<file path="config.mk">
export PLATFORM = sky130hd
export DESIGN_NAME = oaep_sha1_core
export DESIGN_NICKNAME = d
export VERILOG_FILES = /design/src/rtl/core/oaep_pkg.sv /design/src/rtl/core/oaep_sha1_core.sv
export SDC_FILE = /design/constraint.sdc
export NUM_CORES = 2
export LEC_CHECK = 0
export BUFFER_PORTS_ARGS = -buffer_cell sky130_fd_sc_hd__buf_4
export CORE_MARGIN = 2
export CORE_UTILIZATION = 50
export DETAILED_ROUTE_END_ITERATION = 7
export GPL_ROUTABILITY_DRIVEN = 0
export PLACE_DENSITY = 0.7
export SYNTH_ARGS = -nofsm -noshare
export SYNTH_HDL_FRONTEND = slang
export SYNTH_SLANG_ARGS = --single-unit
</file>
<file path="constraint.sdc">
create_clock -name clock -period 23.3 [get_ports clock]
set_input_delay 1.165 -clock clock [delete_from_list [all_inputs] [get_ports clock]]
set_output_delay 1.165 -clock clock [all_outputs]
set_load 0.01 [all_outputs]
</file>
<file path="src/rtl/core/oaep_pkg.sv">
// ----------------------------------------------------------------------------
// oaep_pkg
// Shared sizes, codes and constant tables for the OAEP SHA-1/MGF1 decoder.
// ----------------------------------------------------------------------------
package oaep_pkg;

   localparam int MAX_BLOCK_BYTES = 256;
   localparam int OUT_BYTES       = 8;
   localparam int HASH_BYTES      = 20;
   localparam int LABEL_BYTES     = 10;
   localparam int CTR_BYTES       = 4;
   localparam int CFG_W           = 9;
   localparam int ADDR_W          = $clog2(MAX_BLOCK_BYTES);
   localparam int CNT_W           = $clog2(MAX_BLOCK_BYTES + 1);
   localparam int POS_W           = CNT_W + 1;
   localparam int MCNT_W          = $clog2(MAX_BLOCK_BYTES / HASH_BYTES + 2);
   localparam int OCNT_W          = $clog2(OUT_BYTES + 1);
   localparam int TAKE_W          = $clog2(HASH_BYTES + 1);
   localparam int HASH_W          = 8 * HASH_BYTES;

   // result status codes
   typedef enum logic [1:0] {
      STATUS_OK    = 2'd0,
      STATUS_SHORT = 2'd1,
      STATUS_LABEL = 2'd2,
      STATUS_PAD   = 2'd3
   } status_type;

   // control from the sequencer to the hash core
   typedef struct packed {
      logic init;
      logic push;
   } sha_ctl_type;

   localparam logic [HASH_W-1:0] SHA1_IV = {
      32'h67452301, 32'hEFCDAB89, 32'h98BADCFE, 32'h10325476, 32'hC3D2E1F0
   };

   // label text "SHA-1 MGF1"
   function automatic logic [7:0] label_byte(input logic [3:0] idx);
      logic [7:0] b;
      unique case (idx)
         4'd0:    b = 8'h53;
         4'd1:    b = 8'h48;
         4'd2:    b = 8'h41;
         4'd3:    b = 8'h2D;
         4'd4:    b = 8'h31;
         4'd5:    b = 8'h20;
         4'd6:    b = 8'h4D;
         4'd7:    b = 8'h47;
         4'd8:    b = 8'h46;
         4'd9:    b = 8'h31;
         default: b = 8'h00;
      endcase
      return b;
   endfunction

   // sha-1 round constant by round number
   function automatic logic [31:0] round_const(input logic [6:0] t);
      logic [31:0] k;
      if (t < 7'd20) begin
         k = 32'h5A827999;
      end else if (t < 7'd40) begin
         k = 32'h6ED9EBA1;
      end else if (t < 7'd60) begin
         k = 32'h8F1BBCDC;
      end else begin
         k = 32'hCA62C1D6;
      end
      return k;
   endfunction

endpackage

</file>
<file path="src/rtl/core/oaep_sha1_core.sv">
// ----------------------------------------------------------------------------
// oaep_sha1_core
// Iterative SHA-1 compression: takes 64 bytes, then one round per cycle.
// ----------------------------------------------------------------------------
module oaep_sha1_core (
   input  logic                            clock,
   input  logic                            reset,
   input  oaep_pkg::sha_ctl_type           ctl,
   input  logic [7:0]                      byte_data,
   output logic                            done,
   output logic [oaep_pkg::HASH_W-1:0]     chain
);

   typedef enum logic [1:0] {S_LOAD, S_ROUND, S_FINAL} state_type;

   state_type                       state_ff, state_in;
   logic [5:0]                      load_cnt_ff, load_cnt_in;
   logic [6:0]                      round_ff, round_in;
   logic [511:0]                    sched_ff, sched_in;
   logic [31:0]                     a_ff, b_ff, c_ff, d_ff, e_ff;
   logic [31:0]                     a_in, b_in, c_in, d_in, e_in;
   logic [oaep_pkg::HASH_W-1:0]     chain_ff, chain_in;
   logic                            done_ff, done_in;
   logic [31:0]                     w0, w2, w8, w13, w_mix, w_new, f_val, t_sum;

   // schedule taps and round function
   always_comb begin
      w0    = sched_ff[511 -: 32];
      w2    = sched_ff[447 -: 32];
      w8    = sched_ff[255 -: 32];
      w13   = sched_ff[95 -: 32];
      w_mix = w13 ^ w8 ^ w2 ^ w0;
      w_new = {w_mix[30:0], w_mix[31]};
      if (round_ff < 7'd20) begin
         f_val = (b_ff & c_ff) | (~b_ff & d_ff);
      end else if (round_ff < 7'd40) begin
         f_val = b_ff ^ c_ff ^ d_ff;
      end else if (round_ff < 7'd60) begin
         f_val = (b_ff & c_ff) | (b_ff & d_ff) | (c_ff & d_ff);
      end else begin
         f_val = b_ff ^ c_ff ^ d_ff;
      end
      t_sum = {a_ff[26:0], a_ff[31:27]} + f_val + e_ff
            + oaep_pkg::round_const(round_ff) + w0;
   end

   // sequencing of load, rounds and chain update
   always_comb begin
      state_in    = state_ff;
      load_cnt_in = load_cnt_ff;
      round_in    = round_ff;
      sched_in    = sched_ff;
      a_in        = a_ff;
      b_in        = b_ff;
      c_in        = c_ff;
      d_in        = d_ff;
      e_in        = e_ff;
      chain_in    = chain_ff;
      done_in     = 1'b0;
      unique case (state_ff)
         S_LOAD: begin
            if (ctl.init) begin
               chain_in = oaep_pkg::SHA1_IV;
            end
            if (ctl.push) begin
               sched_in    = {sched_ff[503:0], byte_data};
               load_cnt_in = load_cnt_ff + 6'd1;
               if (&load_cnt_ff) begin
                  state_in = S_ROUND;
                  round_in = '0;
                  a_in     = chain_ff[159:128];
                  b_in     = chain_ff[127:96];
                  c_in     = chain_ff[95:64];
                  d_in     = chain_ff[63:32];
                  e_in     = chain_ff[31:0];
               end
            end
         end
         S_ROUND: begin
            sched_in = {sched_ff[479:0], w_new};
            e_in     = d_ff;
            d_in     = c_ff;
            c_in     = {b_ff[1:0], b_ff[31:2]};
            b_in     = a_ff;
            a_in     = t_sum;
            round_in = round_ff + 7'd1;
            if (round_ff == 7'd79) begin
               state_in = S_FINAL;
            end
         end
         S_FINAL: begin
            chain_in = {chain_ff[159:128] + a_ff, chain_ff[127:96] + b_ff,
                        chain_ff[95:64] + c_ff, chain_ff[63:32] + d_ff,
                        chain_ff[31:0] + e_ff};
            done_in  = 1'b1;
            state_in = S_LOAD;
         end
         default: state_in = S_LOAD;
      endcase
   end

   always_ff @(posedge clock) begin
      if (reset) begin
         state_ff    <= S_LOAD;
         load_cnt_ff <= '0;
         round_ff    <= '0;
         done_ff     <= 1'b0;
      end else begin
         state_ff    <= state_in;
         load_cnt_ff <= load_cnt_in;
         round_ff    <= round_in;
         done_ff     <= done_in;
      end
      sched_ff <= sched_in;
      a_ff     <= a_in;
      b_ff     <= b_in;
      c_ff     <= c_in;
      d_ff     <= d_in;
      e_ff     <= e_in;
      chain_ff <= chain_in;
   end

   assign done  = done_ff;
   assign chain = chain_ff;

endmodule

</file>
# ---- After elaboration in Yosys (flattened, before gate mapping)
# Index checks and enable logic that the tools add are counted.
dict set report word_totals {
  ff_bits 848
  output_inout_bits 161
  elab_cells 87
}
dict set report op_classes {
  addsub 11
  magnitude_cmp 3
  eq_ne 7
  muxes 33
  bitwise 13
  reduce_logical 9
}
# cell count
set op_table {}
lappend op_table {{$pmux 512 s2} 1}
lappend op_table {{$mux 512} 1}
lappend op_table {{$mux 32} 15}
lappend op_table {{$pmux 160 s2} 1}
lappend op_table {{$pmux 32 s2} 5}
lappend op_table {{$add 32x32->32} 9}
lappend op_table {{$mux 160} 1}
lappend op_table {{$xor 32x32->32} 5}
lappend op_table {{$and 32x32->32} 4}
lappend op_table {{$or 32x32->32} 3}
lappend op_table {{$not 32->32} 1}
lappend op_table {{$mux 31} 1}
lappend op_table {{$lt 7x6->1 const B} 2}
lappend op_table {{$mux 7} 2}
lappend op_table {{$pmux 7 s2} 1}
lappend op_table {{$ne 2x2->1 const B} 4}
lappend op_table {{$add 7x1->7 const B} 1}
lappend op_table {{$eq 7x7->1 const B} 1}
lappend op_table {{$lt 7x5->1 const B} 1}
lappend op_table {{$add 6x1->6 const B} 1}
lappend op_table {{$mux 2} 3}
lappend op_table {{$reduce_and 2->1} 3}
lappend op_table {{$reduce_and 3->1} 2}
lappend op_table {{$reduce_and 6->1} 1}
lappend op_table {{other kinds (6)} 7}

# ---- Depth between registers and ports, before layout
dict set report depth {
  word_depth 11
  depth_mapped 24
  mapped_depth_nobuf 22
}

# ---- Worst setup path after synthesis
# OpenSTA, ideal clock, no wires.
dict set report synth_timing {
  path_type {input-to-reg}
  startpoint {in ctl[0] (netlist bit)}
  endpoint {reg sched_ff[0] (enable)}
  setup_time_ps 1402
  arrival_ps 22456
  t_required_ps 21898
  setup_slack_ps -558
  cell_stages 2
  path_buffers 0
  path_cell_list {nor2_1 > nor2_1}
}
dict set report synth_via {
  elab_chain_len 2
}
# item line_no
set synth_lines {}
lappend synth_lines {{start, declared} oaep_sha1_core.sv:8} ;# input oaep_pkg::sha_ctl_type ctl,
lappend synth_lines {{$ne 2x2->1 (no source line)} --}
lappend synth_lines {{$reduce_and 2->1 (no source line)} --}
lappend synth_lines {{end signal, assigned} oaep_sha1_core.sv:114} ;# sched_ff <= sched_in;
lappend synth_lines {{end, declared} oaep_sha1_core.sv:19} ;# logic [511:0] sched_ff, sched_in;
# Every way passes these cells.
# A chain may end at the register's enable or synchronous reset.

# ---- Worst setup path in the final report
dict set report layout_timing {
  startpoint {reg round_ff[3]}
  endpoint {reg a_ff[17], data pin}
}
dict set report layout_via {
  elab_chain_len 9
  word_cells_on_any_way 14
  cone_classes {add/sub: 4; order compare: 3; mux: 7}
}
# item line_no
set layout_lines {}
lappend layout_lines {{start, declared} oaep_sha1_core.sv:18} ;# logic [6:0] round_ff, round_in;
lappend layout_lines {{start signal, assigned} oaep_sha1_core.sv:111} ;# round_ff <= round_in;
lappend layout_lines {{$lt 7x6->1} {oaep_pkg.sv:65, oaep_sha1_core.sv:38}}
lappend layout_lines {{$mux 32} oaep_sha1_core.sv:38} ;# end else if (round_ff < 7'd60) begin
lappend layout_lines {{$mux 32} oaep_sha1_core.sv:36} ;# end else if (round_ff < 7'd40) begin
lappend layout_lines {{$mux 32} oaep_sha1_core.sv:34} ;# if (round_ff < 7'd20) begin
lappend layout_lines {{$add 32x32->32 (2 in series)} oaep_sha1_core.sv:43} ;# t_sum = {a_ff[26:0], a_ff[31:27]} + f_val + e_ff
lappend layout_lines {{$add 32x32->32 (*) (2 in series)} oaep_sha1_core.sv:44} ;# + oaep_pkg::round_const(round_ff) + w0;
lappend layout_lines {{$pmux 32 s2 (*)} oaep_sha1_core.sv:60} ;# unique case (state_ff)
lappend layout_lines {{via a_in[17]} oaep_sha1_core.sv:21} ;# logic [31:0] a_in, b_in, c_in, d_in, e_in;
lappend layout_lines {{end signal, assigned} oaep_sha1_core.sv:115} ;# a_ff <= a_in;
lappend layout_lines {{end, declared} oaep_sha1_core.sv:20} ;# logic [31:0] a_ff, b_ff, c_ff, d_ff, e_ff;
# The timed path passes the listed nets; every way through them passes the cells marked *.

==> metrics.md <==
| Metric | Value |
|---|---|
| Worst min path class | `flip-flop to flip-flop` |
| # DRC | `0` |
| Final Hold Fails | `0` |
| Die footprint | `98800 sq um` |
| DR vias/cell | `approximately 5.6` |
| Initial antenna violation count | `1` |
| Critical path peak fanout | `19` |
| Setup fix buffers added after clock tree synthesis | `0` |
| Final setup viols | `0` |
| Syn_nets | `between 5000 and 6000` |
| Root buffer cell | `clkbuf_16` |
| Status | `finished, final reports clean` |
| 1st-iter DRT viols | `just over 4000` |
| Setup tns final | `0 ns` |
| Worst path bufs/invs | `5` |
| Compound-Gate Fraction of Synth Area | `8.98%` |
| Fillers | `roughly 8300` |
| Num Clock Sinks | `~850` |
| CP Launch Type | `flip-flop` |
| Synth Instances | `approximately 5000` |
| Num CTS Buffers | `94` |
| Post-route ant nets | `0` |
| Crit-path leading delay family | `compound AO/OA/AOI/OAI gates` |
| Period utilization | `between 20 and 30%` |
| Share of cells above drive strength 1 | `between 7 and 8%` |
| Via Count | `~36000` |
| Max Root-Sink Buffers | `3` |
| Clk pin slew, worst setup/hold paths | `around 0.060 ns` |
| Die X | `between 300 and 400 um` |
| Leakage | `about 0.023 uW` |
| Nets | `approximately 5400` |
| #FFs+latches synth | `~850` |
| CTS tree | `yes` |
| Number of enable flip-flop cells after synthesis | `832` |
| Detailed Place HPWL | `93000 um` |
| Max-slew violations | `0` |
| H-tree level count | `3` |
| Worst Tran Pin Value | `around 1.2 ns` |
| Crit path kind | `flip-flop to flip-flop` |
| First-pass GRT wire length | `197000 um` |
| Max IR drop VDD | `slightly above 0.06 mV` |
| Simple-Gate Fraction of Synth Area | `19.6%` |
| Fin crit period | `approximately 7.0 ns` |
| Post-cts hold buffer count | `0` |
| Post-Synth XOR/XNOR Area | `approximately 4.6%` |
| Fmax | `144 MHz` |
| Worst EP arrival | `7.33 ns` |
| # IOs | `173` |
| Grt total ovfl | `0` |
| Critical Path RT | `~24 ns` |
| Overall routing resource usage | `25.8%` |
| Average routed wire per standard cell | `between 20 and 25 um` |
| CP Capture Type | `flip-flop` |
| YS warnings | `0` |
| Port-buffer cells | `172` |
| P&R area growth vs syn | `11.6%` |
| Worst path cell trace | `o21ai_0 > nor2b_1 > buf_4 > inv_1 > nand2_1 > clkinv_1 > a222oi_1 > fa_1 > fa_1 > inv_1 > ha_1 > inv_1 > fa_1 > nor2b_1 > o2111ai_1 > a211oi_1 > a2111oi_2 > o21ai_1 > a211o_1 > a21oi_1 > xor2_1 > o21ai_0` |
| Vias in the first global route | `about 34000` |
| Normalized max-slew margin | `18.7%` |
| Std-Cell Rows | `113` |
| Seq/Total Area, Yosys | `between 50 and 60%` |
| First-pass iteration count of the detailed router | `6` |
| Pwr Density | `approximately 66 nW/um^2` |
| Post-synthesis mux area share | `less than 1%` |
| Max Clock Skew | `0.0207 ns` |
| Ys async rst share | `0%` |
| Max Cap Violations | `0` |
| Clock Latency Late Sink | `between 0.6 and 0.7 ns` |
| RSZ-0062 raised after global routing | `false` |
| Largest net degree at the start of global routing | `between 200 and 250` |
| Top_reg_cell synth | `edfxtp_1` |
| Syn avg cell area | `just under 10 sq um` |
| Area of the core | `about 95000 sq um` |
| Hold WS | `around 0.52 ns` |
| Synthesized area | `between 40000 and 50000 sq um` |
| Largest family of logic cells by synthesized area | `simple AND/OR/NAND/NOR gates` |
| PostCTS Resize Cnt | `0` |
| Post-Synth Adder-Cell Area | `around a tenth` |
| Final wirelength | `roughly 130000 um` |
| Critical path's largest stage delay | `a little under 0.8 ns` |
| Chip height | `314 um` |
| Distinct cells, synth | `70` |
| Initial Util | `roughly half` |
| Worst path slowest cell | `clkinv_1` |
==> where the power goes <==
group	internal [uW]	switching (uW)	total, uW
combinational	107	157	263
sequential	1740	47.6	1790
clock	888	624	1510
==> cell type report <==
class / count / area [sq um] / area share, %
multi-input cells: 3657 / 21300 / 39.7
inverters: 227 / 852 / 1.59
clock inverters: 62 / 599 / 1.12
flip-flops and latches: 848 / 25300 / 47.1
diodes: 2 / 5.00 / 0.00931
clock buffers: 112 / 2500 / 4.66
repair buffers: 202 / 1550 / 2.89
well taps: 1265 / 1580 / 2.95
==> worst register-to-register path, stage by stage (launching register included) <==
cell       delay, ns
dfxtp_1         0.37
o21ai_0         0.17
nor2b_1         0.14
buf_4           0.19
inv_1           0.10
nand2_1         0.57
clkinv_1        0.78
a222oi_1        0.64
fa_1            0.49
fa_1            0.52
inv_1           0.04
ha_1            0.19
inv_1           0.09
fa_1            0.21
nor2b_1         0.07
o2111ai_1       0.24
a211oi_1        0.13
a2111oi_2       0.66
o21ai_1         0.25
a211o_1         0.31
a21oi_1         0.20
xor2_1          0.19
o21ai_0         0.10
==> cell usage in the layout, fill, tap and decap left out, drive strengths merged, types with 30 or more instances in the layout <==
master / synthesis / routed
a21o: 86 / 86
a21oi: 150 / 150
buf: 15 / 202
clkbuf: 175 / 112
clkinv: 2 / 45
edfxtp: 832 / 832
fa: 125 / 125
ha: 195 / 195
inv: 225 / 230
mux2i: 30 / 30
nand2: 1979 / 1979
nand2b: 30 / 30
nand3: 41 / 41
nor2: 162 / 162
o21ai: 214 / 214
xnor2: 175 / 175
xor2: 76 / 76
==> kinds of logic after synthesis <==
family          after synthesis
compound gates              676
xor+xnor                    251
fa+ha+maj                   320
buf+inv                     417
flops                       848
mux                          35
simple gates               2375
==> registers in the layout, summed over array words and instances, names as in the netlist, 7 cells and up <==
signal / cells
sched_ff: 512
chain: 160
a_ff: 32
b_ff: 32
c_ff: 32
d_ff: 32
e_ff: 32
round_ff: 7
==> stage by stage <==
stage	setup slack [ns]	instances	util (%)	power, uW	instance area (sq um)
floorplan	8.23	4922	-	2010	48200
global placement	16.67	6199	53.1	2070	50600
detailed placement	16.53	6199	53.1	2080	50600
CTS	16.48	6373	56.4	3590	53700
global route	15.85	6373	56.4	3680	53700
finish	16.34	6375	56.4	3560	53700
==> worst paths after layout <==
check / start / end / slack, ns / depth (start not counted)
max: round_ff[3] / a_ff[17] / 16.34 / 22
min: load_cnt_ff[5] / load_cnt_ff[5] / 0.52 / 2
max reg2reg: round_ff[3] / a_ff[17] / 16.34 / 22
min reg2reg: load_cnt_ff[5] / load_cnt_ff[5] / 0.52 / 2
==> cell usage after synthesis, drive strengths merged, types with 13 or more instances <==
library cell  number  area share, %
a31oi             23           0.30
o21bai            20           0.31
inv              225            1.8
edfxtp           832             52
nand4             22           0.29
or3               13           0.17
clkbuf           175            1.4
nor2             162            1.3
nor2b             24           0.31
o211ai            14           0.22
buf               15           0.14
a211oi            26           0.41
xor2              76            1.4
dfxtp             16           0.67
a21oi            150            1.6
and3              27           0.35
a221o             14           0.29
and2              16           0.21
nor3              27           0.28
mux2i             30           0.62
o21ai            214            2.2
nand3             41           0.43
o21a              21           0.33
a21o              86            1.3
ha               195            5.1
fa               125            5.2
nand2b            30           0.39
xnor2            175            3.2
nand2           1979             15
==> routing by layer <==
metal | up-vias | track usage, % | part of all wire (%)
met5 | - | 0 | 0.0085
met4 | 2 | 13.4 | 5.6
met3 | 337 | 4.55 | 7.2
met2 | 1274 | 41.9 | 47
met1 | 17400 | 33.2 | 40
li1 | 17000 | - | -
(Power assumes the default switching activity.)
